==> src/rtl/pdm_pkg.sv <==
// ----------------------------------------------------------------------------
// pdm_pkg
// Shared constants, codes and types of the pairwise distance matrix block.
// ----------------------------------------------------------------------------
`default_nettype none

package pdm_pkg;

    localparam int MAX_POINTS = 64;
    localparam int COORD_BITS = 16;
    localparam int IDX_W      = 6;
    localparam int CNT_W      = 7;
    localparam int WORD_W     = 2 * COORD_BITS;
    localparam int SUM_W      = 2 * COORD_BITS + 1;
    localparam int DIST_W     = COORD_BITS + 1;
    localparam int SQ_W       = SUM_W + 2;
    localparam int ADDR_W     = 3;
    localparam int DATA_W     = 32;

    // Register map, indexed by word address.
    localparam logic REG_POINT_COUNT = 1'b0;

    // Item kinds.
    localparam logic KIND_STORE = 1'b0;
    localparam logic KIND_ROW   = 1'b1;

    // Sideband that travels with each column through the pipeline.
    typedef struct packed {
        logic [IDX_W-1:0] column;
        logic             last;
        logic             below;
    } t_tag;

endpackage

`default_nettype wire

==> src/rtl/pairwise_distance_matrix.sv <==
// ----------------------------------------------------------------------------
// pairwise_distance_matrix
// Holds up to 64 points and streams rows of the upper-triangular Euclidean
// distance matrix, one column per cycle.
//
// Channel   Direction  Handshake                       Payload
// item      in         start high while busy low       i_kind, i_index,
//                                                      i_x_coord, i_y_coord
// result    out        o_valid strobe, one cycle each  o_distance, o_column,
//                                                      o_row_error, o_last
// config    in/out     APB, pready tied high           point_count at 0x0
//
// A row item with n points keeps busy high through one point memory read per
// column, then the difference, square, sum and a 17-stage root pipeline. A
// rejected row gives its single error result in the cycle after acceptance.
// Reset is synchronous, active low, and clears the control state; point
// memory contents stay undefined until written. Results cannot be stalled by
// the receiver.
// ----------------------------------------------------------------------------
`default_nettype none

module pairwise_distance_matrix (
    input  wire logic                              i_clk,
    input  wire logic                              i_rst_n,
    input  wire logic                              start,
    output logic                                   busy,
    input  wire logic                              i_kind,
    input  wire logic [pdm_pkg::IDX_W-1:0]         i_index,
    input  wire logic [pdm_pkg::COORD_BITS-1:0]    i_x_coord,
    input  wire logic [pdm_pkg::COORD_BITS-1:0]    i_y_coord,
    output logic                                   o_valid,
    output logic      [pdm_pkg::DIST_W-1:0]        o_distance,
    output logic      [pdm_pkg::IDX_W-1:0]         o_column,
    output logic                                   o_row_error,
    output logic                                   o_last,
    input  wire logic                              psel,
    input  wire logic                              penable,
    input  wire logic                              pwrite,
    input  wire logic [pdm_pkg::ADDR_W-1:0]        paddr,
    input  wire logic [pdm_pkg::DATA_W-1:0]        pwdata,
    output logic      [pdm_pkg::DATA_W-1:0]        prdata,
    output logic                                   pready
);

    typedef enum logic [1:0] {
        S_IDLE,
        S_ROWPT,
        S_SCAN,
        S_DRAIN
    } t_state;

    t_state                         r_state;
    logic [pdm_pkg::CNT_W-1:0]      r_point_count;
    logic [pdm_pkg::IDX_W-1:0]      r_row;
    logic [pdm_pkg::IDX_W-1:0]      r_j;
    logic [pdm_pkg::COORD_BITS-1:0] r_xi;
    logic [pdm_pkg::COORD_BITS-1:0] r_yi;

    logic                           r_out_vld;
    logic [pdm_pkg::DIST_W-1:0]     r_out_dist;
    logic [pdm_pkg::IDX_W-1:0]      r_out_col;
    logic                           r_out_err;
    logic                           r_out_last;

    // Pipeline between the memory read and the root unit.
    logic                           r_va, r_vb, r_vc, r_vd;
    pdm_pkg::t_tag                  r_ta, r_tb, r_tc, r_td;
    logic [pdm_pkg::COORD_BITS-1:0] r_dx, r_dy;
    logic [pdm_pkg::WORD_W-1:0]     r_sqx, r_sqy;
    logic [pdm_pkg::SUM_W-1:0]      r_sum;

    logic [pdm_pkg::CNT_W-1:0]      eff_n;
    logic                           accept;
    logic                           idx_ok;
    logic                           row_reject;
    logic                           mem_we;
    logic [pdm_pkg::IDX_W-1:0]      rd_addr;
    logic [pdm_pkg::WORD_W-1:0]     rd_data;
    logic [pdm_pkg::COORD_BITS-1:0] rd_x, rd_y;
    logic                           last_col;
    logic                           cfg_we;
    logic                           sq_vld;
    logic [pdm_pkg::DIST_W-1:0]     sq_root;
    pdm_pkg::t_tag                  sq_tag;

    assign eff_n  = (r_point_count > pdm_pkg::CNT_W'(pdm_pkg::MAX_POINTS))
                  ? pdm_pkg::CNT_W'(pdm_pkg::MAX_POINTS) : r_point_count;
    assign busy   = (r_state != S_IDLE);
    assign accept = start && !busy;
    assign idx_ok = (pdm_pkg::CNT_W'(i_index) < eff_n);
    assign mem_we = accept && (i_kind == pdm_pkg::KIND_STORE) && idx_ok;
    assign row_reject = accept && (i_kind == pdm_pkg::KIND_ROW) && !idx_ok;

    // While idle the port looks up the requested row's own point.
    assign rd_addr  = (r_state == S_IDLE) ? i_index : r_j;
    assign last_col = (pdm_pkg::CNT_W'(r_j) == (eff_n - pdm_pkg::CNT_W'(1)));

    pdm_point_ram u_ram (
        .i_clk   (i_clk),
        .i_we    (mem_we),
        .i_waddr (i_index),
        .i_wdata ({i_x_coord, i_y_coord}),
        .i_raddr (rd_addr),
        .o_rdata (rd_data)
    );

    assign rd_x = rd_data[pdm_pkg::WORD_W-1:pdm_pkg::COORD_BITS];
    assign rd_y = rd_data[pdm_pkg::COORD_BITS-1:0];

    // Configuration port.
    assign pready = 1'b1;
    assign cfg_we = psel && penable && pwrite && pready
                  && (paddr[pdm_pkg::ADDR_W-1] == pdm_pkg::REG_POINT_COUNT);
    assign prdata = (paddr[pdm_pkg::ADDR_W-1] == pdm_pkg::REG_POINT_COUNT)
                  ? pdm_pkg::DATA_W'(r_point_count) : '0;

    always_ff @(posedge i_clk) begin
        if (!i_rst_n) begin
            r_point_count <= '0;
        end else if (cfg_we) begin
            r_point_count <= pwdata[pdm_pkg::CNT_W-1:0];
        end
    end

    // Sequencer and result register.
    always_ff @(posedge i_clk) begin
        if (!i_rst_n) begin
            r_state    <= S_IDLE;
            r_out_vld  <= 1'b0;
            r_row      <= '0;
            r_j        <= '0;
            r_xi       <= '0;
            r_yi       <= '0;
            r_out_dist <= '0;
            r_out_col  <= '0;
            r_out_err  <= 1'b0;
            r_out_last <= 1'b0;
        end else begin
            if (row_reject) begin
                r_out_vld  <= 1'b1;
                r_out_dist <= '0;
                r_out_col  <= '0;
                r_out_err  <= 1'b1;
                r_out_last <= 1'b1;
            end else begin
                r_out_vld  <= sq_vld;
                r_out_dist <= sq_tag.below ? '0 : sq_root;
                r_out_col  <= sq_tag.column;
                r_out_err  <= 1'b0;
                r_out_last <= sq_tag.last;
            end
            unique case (r_state)
                S_IDLE: begin
                    if (accept && (i_kind == pdm_pkg::KIND_ROW) && idx_ok) begin
                        r_row   <= i_index;
                        r_state <= S_ROWPT;
                    end
                end
                S_ROWPT: begin
                    r_xi    <= rd_x;
                    r_yi    <= rd_y;
                    r_j     <= '0;
                    r_state <= S_SCAN;
                end
                S_SCAN: begin
                    if (last_col) begin
                        r_state <= S_DRAIN;
                    end else begin
                        r_j <= r_j + pdm_pkg::IDX_W'(1);
                    end
                end
                S_DRAIN: begin
                    if (sq_vld && sq_tag.last) begin
                        r_state <= S_IDLE;
                    end
                end
                default: r_state <= S_IDLE;
            endcase
        end
    end

    always_ff @(posedge i_clk) begin
        if (!i_rst_n) begin
            r_va <= 1'b0;
            r_vb <= 1'b0;
            r_vc <= 1'b0;
            r_vd <= 1'b0;
        end else begin
            r_va <= (r_state == S_SCAN);
            r_vb <= r_va;
            r_vc <= r_vb;
            r_vd <= r_vc;
        end
    end

    always_ff @(posedge i_clk) begin
        r_ta.column <= r_j;
        r_ta.last   <= last_col;
        r_ta.below  <= (r_j < r_row);
        r_tb        <= r_ta;
        r_tc        <= r_tb;
        r_td        <= r_tc;
        r_dx        <= (r_xi >= rd_x) ? (r_xi - rd_x) : (rd_x - r_xi);
        r_dy        <= (r_yi >= rd_y) ? (r_yi - rd_y) : (rd_y - r_yi);
        r_sqx       <= pdm_pkg::WORD_W'(r_dx) * pdm_pkg::WORD_W'(r_dx);
        r_sqy       <= pdm_pkg::WORD_W'(r_dy) * pdm_pkg::WORD_W'(r_dy);
        r_sum       <= pdm_pkg::SUM_W'(r_sqx) + pdm_pkg::SUM_W'(r_sqy);
    end

    pdm_isqrt u_isqrt (
        .i_clk   (i_clk),
        .i_rst_n (i_rst_n),
        .i_valid (r_vd),
        .i_sum   (r_sum),
        .i_tag   (r_td),
        .o_valid (sq_vld),
        .o_root  (sq_root),
        .o_tag   (sq_tag)
    );

    assign o_valid     = r_out_vld;
    assign o_distance  = r_out_dist;
    assign o_column    = r_out_col;
    assign o_row_error = r_out_err;
    assign o_last      = r_out_last;

endmodule

`default_nettype wire

==> src/rtl/pdm_point_ram.sv <==
// ----------------------------------------------------------------------------
// pdm_point_ram
// Point memory: one write port, one read port, registered read data.
// ----------------------------------------------------------------------------
`default_nettype none

module pdm_point_ram (
    input  wire logic                         i_clk,
    input  wire logic                         i_we,
    input  wire logic [pdm_pkg::IDX_W-1:0]    i_waddr,
    input  wire logic [pdm_pkg::WORD_W-1:0]   i_wdata,
    input  wire logic [pdm_pkg::IDX_W-1:0]    i_raddr,
    output logic      [pdm_pkg::WORD_W-1:0]   o_rdata
);

    logic [pdm_pkg::WORD_W-1:0] r_mem [pdm_pkg::MAX_POINTS];
    logic [pdm_pkg::WORD_W-1:0] r_rdata;

    always_ff @(posedge i_clk) begin
        if (i_we) begin
            r_mem[i_waddr] <= i_wdata;
        end
        r_rdata <= r_mem[i_raddr];
    end

    assign o_rdata = r_rdata;

endmodule

`default_nettype wire

==> src/rtl/pdm_isqrt.sv <==
// ----------------------------------------------------------------------------
// pdm_isqrt
// Pipelined integer square root, one root bit per stage, with a tag that
// travels alongside each value.
// ----------------------------------------------------------------------------
`default_nettype none

module pdm_isqrt (
    input  wire logic                        i_clk,
    input  wire logic                        i_rst_n,
    input  wire logic                        i_valid,
    input  wire logic [pdm_pkg::SUM_W-1:0]   i_sum,
    input  wire pdm_pkg::t_tag               i_tag,
    output logic                             o_valid,
    output logic      [pdm_pkg::DIST_W-1:0]  o_root,
    output pdm_pkg::t_tag                    o_tag
);

    logic [pdm_pkg::SQ_W-1:0]   r_rem  [pdm_pkg::DIST_W];
    logic [pdm_pkg::DIST_W-1:0] r_root [pdm_pkg::DIST_W];
    pdm_pkg::t_tag              r_tag  [pdm_pkg::DIST_W];
    logic [pdm_pkg::DIST_W-1:0] r_vld;

    for (genvar k = 0; k < pdm_pkg::DIST_W; k++) begin : g_stage
        localparam int B = pdm_pkg::DIST_W - 1 - k;

        logic [pdm_pkg::SQ_W-1:0]   rem_in;
        logic [pdm_pkg::SQ_W-1:0]   test;
        logic [pdm_pkg::DIST_W-1:0] root_in;
        pdm_pkg::t_tag              tag_in;
        logic                       vld_in;
        logic                       fits;

        if (k == 0) begin : g_first
            assign rem_in  = pdm_pkg::SQ_W'(i_sum);
            assign root_in = '0;
            assign tag_in  = i_tag;
            assign vld_in  = i_valid;
        end else begin : g_next
            assign rem_in  = r_rem[k-1];
            assign root_in = r_root[k-1];
            assign tag_in  = r_tag[k-1];
            assign vld_in  = r_vld[k-1];
        end

        // (q + 2^B)^2 - q^2 = q * 2^(B+1) + 2^(2B); rem holds s - q^2.
        assign test = (pdm_pkg::SQ_W'(root_in) << (B + 1))
                    + (pdm_pkg::SQ_W'(1) << (2 * B));
        assign fits = (rem_in >= test);

        always_ff @(posedge i_clk) begin
            r_rem[k]  <= fits ? (rem_in - test) : rem_in;
            r_root[k] <= fits ? (root_in | (pdm_pkg::DIST_W'(1) << B)) : root_in;
            r_tag[k]  <= tag_in;
        end

        always_ff @(posedge i_clk) begin
            if (!i_rst_n) begin
                r_vld[k] <= 1'b0;
            end else begin
                r_vld[k] <= vld_in;
            end
        end
    end

    assign o_valid = r_vld[pdm_pkg::DIST_W-1];
    assign o_root  = r_root[pdm_pkg::DIST_W-1];
    assign o_tag   = r_tag[pdm_pkg::DIST_W-1];

endmodule

`default_nettype wire

==> config.mk <==
export PLATFORM = sky130hd
export DESIGN_NAME = pairwise_distance_matrix
export DESIGN_NICKNAME = d
export VERILOG_FILES = /design/src/rtl/pdm_pkg.sv /design/src/rtl/pairwise_distance_matrix.sv /design/src/rtl/pdm_point_ram.sv /design/src/rtl/pdm_isqrt.sv
export SDC_FILE = /design/constraint.sdc
export NUM_CORES = 2
export LEC_CHECK = 0
export ABC_AREA = 1
export BUFFER_PORTS_ARGS = -buffer_cell sky130_fd_sc_hd__buf_2
export CAP_MARGIN = 5
export CELL_PAD_IN_SITES_DETAIL_PLACEMENT = 1
export CELL_PAD_IN_SITES_GLOBAL_PLACEMENT = 2
export CORE_MARGIN = 4
export CORE_UTILIZATION = 33
export CTS_CLUSTER_DIAMETER = 30
export DETAILED_ROUTE_END_ITERATION = 8
export GPL_ROUTABILITY_DRIVEN = 0
export MAX_ROUTING_LAYER = met4
export PLACE_DENSITY = 0.61
export SYNTH_ARGS = -nofsm -noshare
export SYNTH_HDL_FRONTEND = slang
export SYNTH_SLANG_ARGS = --single-unit
==> constraint.sdc <==
create_clock -name i_clk -period 12.18 [get_ports i_clk]
set_input_delay 2.436 -clock i_clk [delete_from_list [all_inputs] [get_ports i_clk]]
set_output_delay 2.436 -clock i_clk [all_outputs]
set_load 0.005 [all_outputs]
==> key figures <==
Route
  • Routed Antenna Nets: 0
  • Per-cell routed wire length: 22.4 um
  • DRT Wirelength: 480 mm
  • Violation count after the first detailed-routing iteration: 5957
  • Vias: 104k
  • Via-per-instance ratio: 4.87
  • Drt drc: 0
  • TritonRoute pass-1 iters: 6

Finish
  • Post-route insts no fill: 21.4k
  • Share of layout cells above drive strength 1: 10.4%
  • Final net count: 15.8k
  • Area delta synth->final: 23.0%

Floorplanning
  • Row Count: 243
  • Die X: 672 um
  • Initial Util: 33.2%
  • CORE AREA: 438000 um2
  • IO Pins: 140
  • DIE HEIGHT: 672 um
  • Die area: 451000 um2

Yosys
  • Sequential share of the synthesized area: 58.0%
  • Synth cell count leaders: nand2_1, inv_1, edfxtp_1
  • Top cell type's share of synthesized area: 42.3%
  • Mapped Cells: 14.4k
  • Post-synthesis cell area: 145000 um2
  • Synth unique cells: 55
  • Count leader, synth: nand2_1
  • Ys flop type: edfxtp_1
  • Largest area contributor in the netlist: edfxtp_1
  • EDFF count, synth: 2048
  • Asr flop ratio synth: 0%
  • Average size of a mapped cell: 10.1 um2
  • Synth top area cells: edfxtp_1, dfxtp_1, nand2_1
  • Post-synthesis register bit count: 3187
  • Synthesis warning total: 0

Global route
  • Top Usage Layer GRT: met2
  • Initial antenna violation count: 19
  • Vias in the first global route: 113k
  • Largest net degree at the start of global routing: 235
  • M1 GR Usage: 25.2%
  • Total grt overflow: 0
  • Global routing met3 resource utilization: 2.57%
  • GRT met2 Usage: 37.9%
  • Total Routing Usage GR: 21.5%
  • First-pass GRT wire length: 715 mm

Setup path
  • CP Capture Type: flip-flop
  • CP arrival: 7.16 ns
  • Crit path launch type: flip-flop
  • Crit-path max FO: 16
  • CP Class: flip-flop to flip-flop
  • Data required, critical path: 13.07 ns

CTS
  • Post-CTS setup buffer count: 0
  • Clock root buffer master: clkbuf_16
  • CTS tree: done
  • H-tree levels: 6
  • Clock-pin slew on the worst setup and hold paths: 0.05 ns
  • CTS sink cnt: 3187
  • Worst-Skew Late Latency: 1.09 ns
  • CTS resizes: 0
  • Max Root-Sink Buffers: 4
  • Hold buffers post-CTS: 0
  • CTS Buf Count: 750

Timing
  • RSZ-0062 raised after global routing: false
  • Setup TNS: 0 ns
  • Final setup fails: 0
  • Fin crit share: 51.4%
  • Period minus WS final: 6.27 ns
  • Slew margin rel.: 21.9%
  • Final Skew: 0.105 ns
  • Achievable frequency: 0.160 GHz
  • Hold Vio Cnt, Final: 0
  • Worst-margin pin slew: 1.17 ns
  • Fin. max-slew vios: 0

Placed design
  • PortBufs: 86
  • DP HPWL: 309 mm
  • Placed Cells: 20.0k

Status
  • Outcome: completed

Flow run
  • Max-cap violation count: 0

Worst hold path
  • Hold WC Path Type: flip-flop to flip-flop
area by class of cell:
class / count / area [um2]
Tap cell: 5880 / 7360
Timing Repair Buffer: 270 / 1990
Sequential cell: 3187 / 84300
Clock inverter: 493 / 6430
Multi-Input combinational cell: 8311 / 50000
Clock buffer: 906 / 19900
Fill cell: 47900 / 260000
Inverter: 2369 / 8920
Antenna cell: 17 / 42.5
critical path: stages (launching register included):
cell and delay [ns]:
dfxtp_1 0.96, nand2_1 0.27, fa_1 0.60, inv_1 0.06
fa_1 0.54, fa_1 0.45, fa_1 0.47, fa_1 0.51
inv_1 0.05, fa_1 0.47, inv_1 0.04, ha_1 0.41
a21oi_1 0.14, o21ai_0 0.40, nor2_1 0.11, a21oi_1 0.23
xor2_1 0.38
per-stage QoR:
| stage | area [um2] | setup slack (ns) | util [%] | hold slack [ns] |
|---|---|---|---|---|
| 3_3_place_gp | 153000 | 5.11 | 34.8 | 0.311 |
| 6_report | 179000 | 5.91 | 40.8 | 0.314 |
| 4_1_cts | 179000 | 5.86 | 40.8 | 0.314 |
| 2_1_floorplan | 146000 | 6.72 | - | 0.310 |
| 5_1_grt | 179000 | 5.54 | 40.8 | 0.324 |
| 3_5_place_dp | 153000 | 5.08 | 34.8 | 0.313 |
cell usage in the layout, fill, tap and decap left out, types with 89 or more instances in the layout:
cell	count
nand2_1	2616
nand4_1	92
ha_1	475
buf_4	172
clkbuf_16	754
o21ai_0	633
dfxtp_1	1139
clkinv_2	126
nor3_1	89
clkinv_1	95
o21ai_1	108
nand3_1	1272
fa_1	329
inv_1	2353
xnor2_1	97
clkbuf_1	107
bufinv_16	103
nor2_1	653
o211ai_1	655
a21oi_1	679
edfxtp_1	2048
xor2_1	206
flip-flops by register name, indices dropped and copies added, names as in the netlist, 6 cells and up:
| name | count |
|---|---|
| o_column | 6 |
| o_distance | 17 |
| r_dx | 16 |
| r_dy | 16 |
| r_j | 6 |
| r_point_count | 7 |
| r_row | 6 |
| r_sqx | 31 |
| r_sqy | 31 |
| r_sum | 33 |
| r_ta | 8 |
| r_tb | 8 |
| r_tc | 8 |
| r_td | 8 |
| r_xi | 16 |
| r_yi | 16 |
| u_isqrt.g_stage.vld_in | 16 |
| u_isqrt.r_rem | 559 |
| u_isqrt.r_root | 153 |
| u_isqrt.r_tag | 136 |
| u_ram.o_rdata | 32 |
| u_ram.r_mem | 2048 |
cell families after synthesis:
logic type	Yosys count	synth area share, %
compound gates	2210	8.96
fa+ha+maj	805	8.62
mux	1	0.00688
xor+xnor	303	1.82
flops	3187	58.0
simple gates	4964	14.5
other cells	2	0.00516
buf+inv	2976	8.09
routing by layer:
layer / share of wire, % / vias to the layer above
li1: - / 49400
met3: 3.7 / 791
met4: 3.5 / 0
met2: 51 / 1887
met1: 41 / 52300
met5: 0 / -
final timing paths:
path	endpoint	startpoint	slack, ns	cells after the start
worst min-delay path	u_isqrt.r_rem[0][61]	u_isqrt.r_rem[0][26]	0.31	0
worst min register to register	u_isqrt.r_rem[0][61]	u_isqrt.r_rem[0][26]	0.31	0
worst max-delay path	r_sqx[22]	r_dx[6]	5.91	16
worst max register to register	r_sqx[22]	r_dx[6]	5.91	16
Power is left out: the tool's default activity adds up to more than one toggle a clock period on the data nets, which glitch-free logic cannot reach.
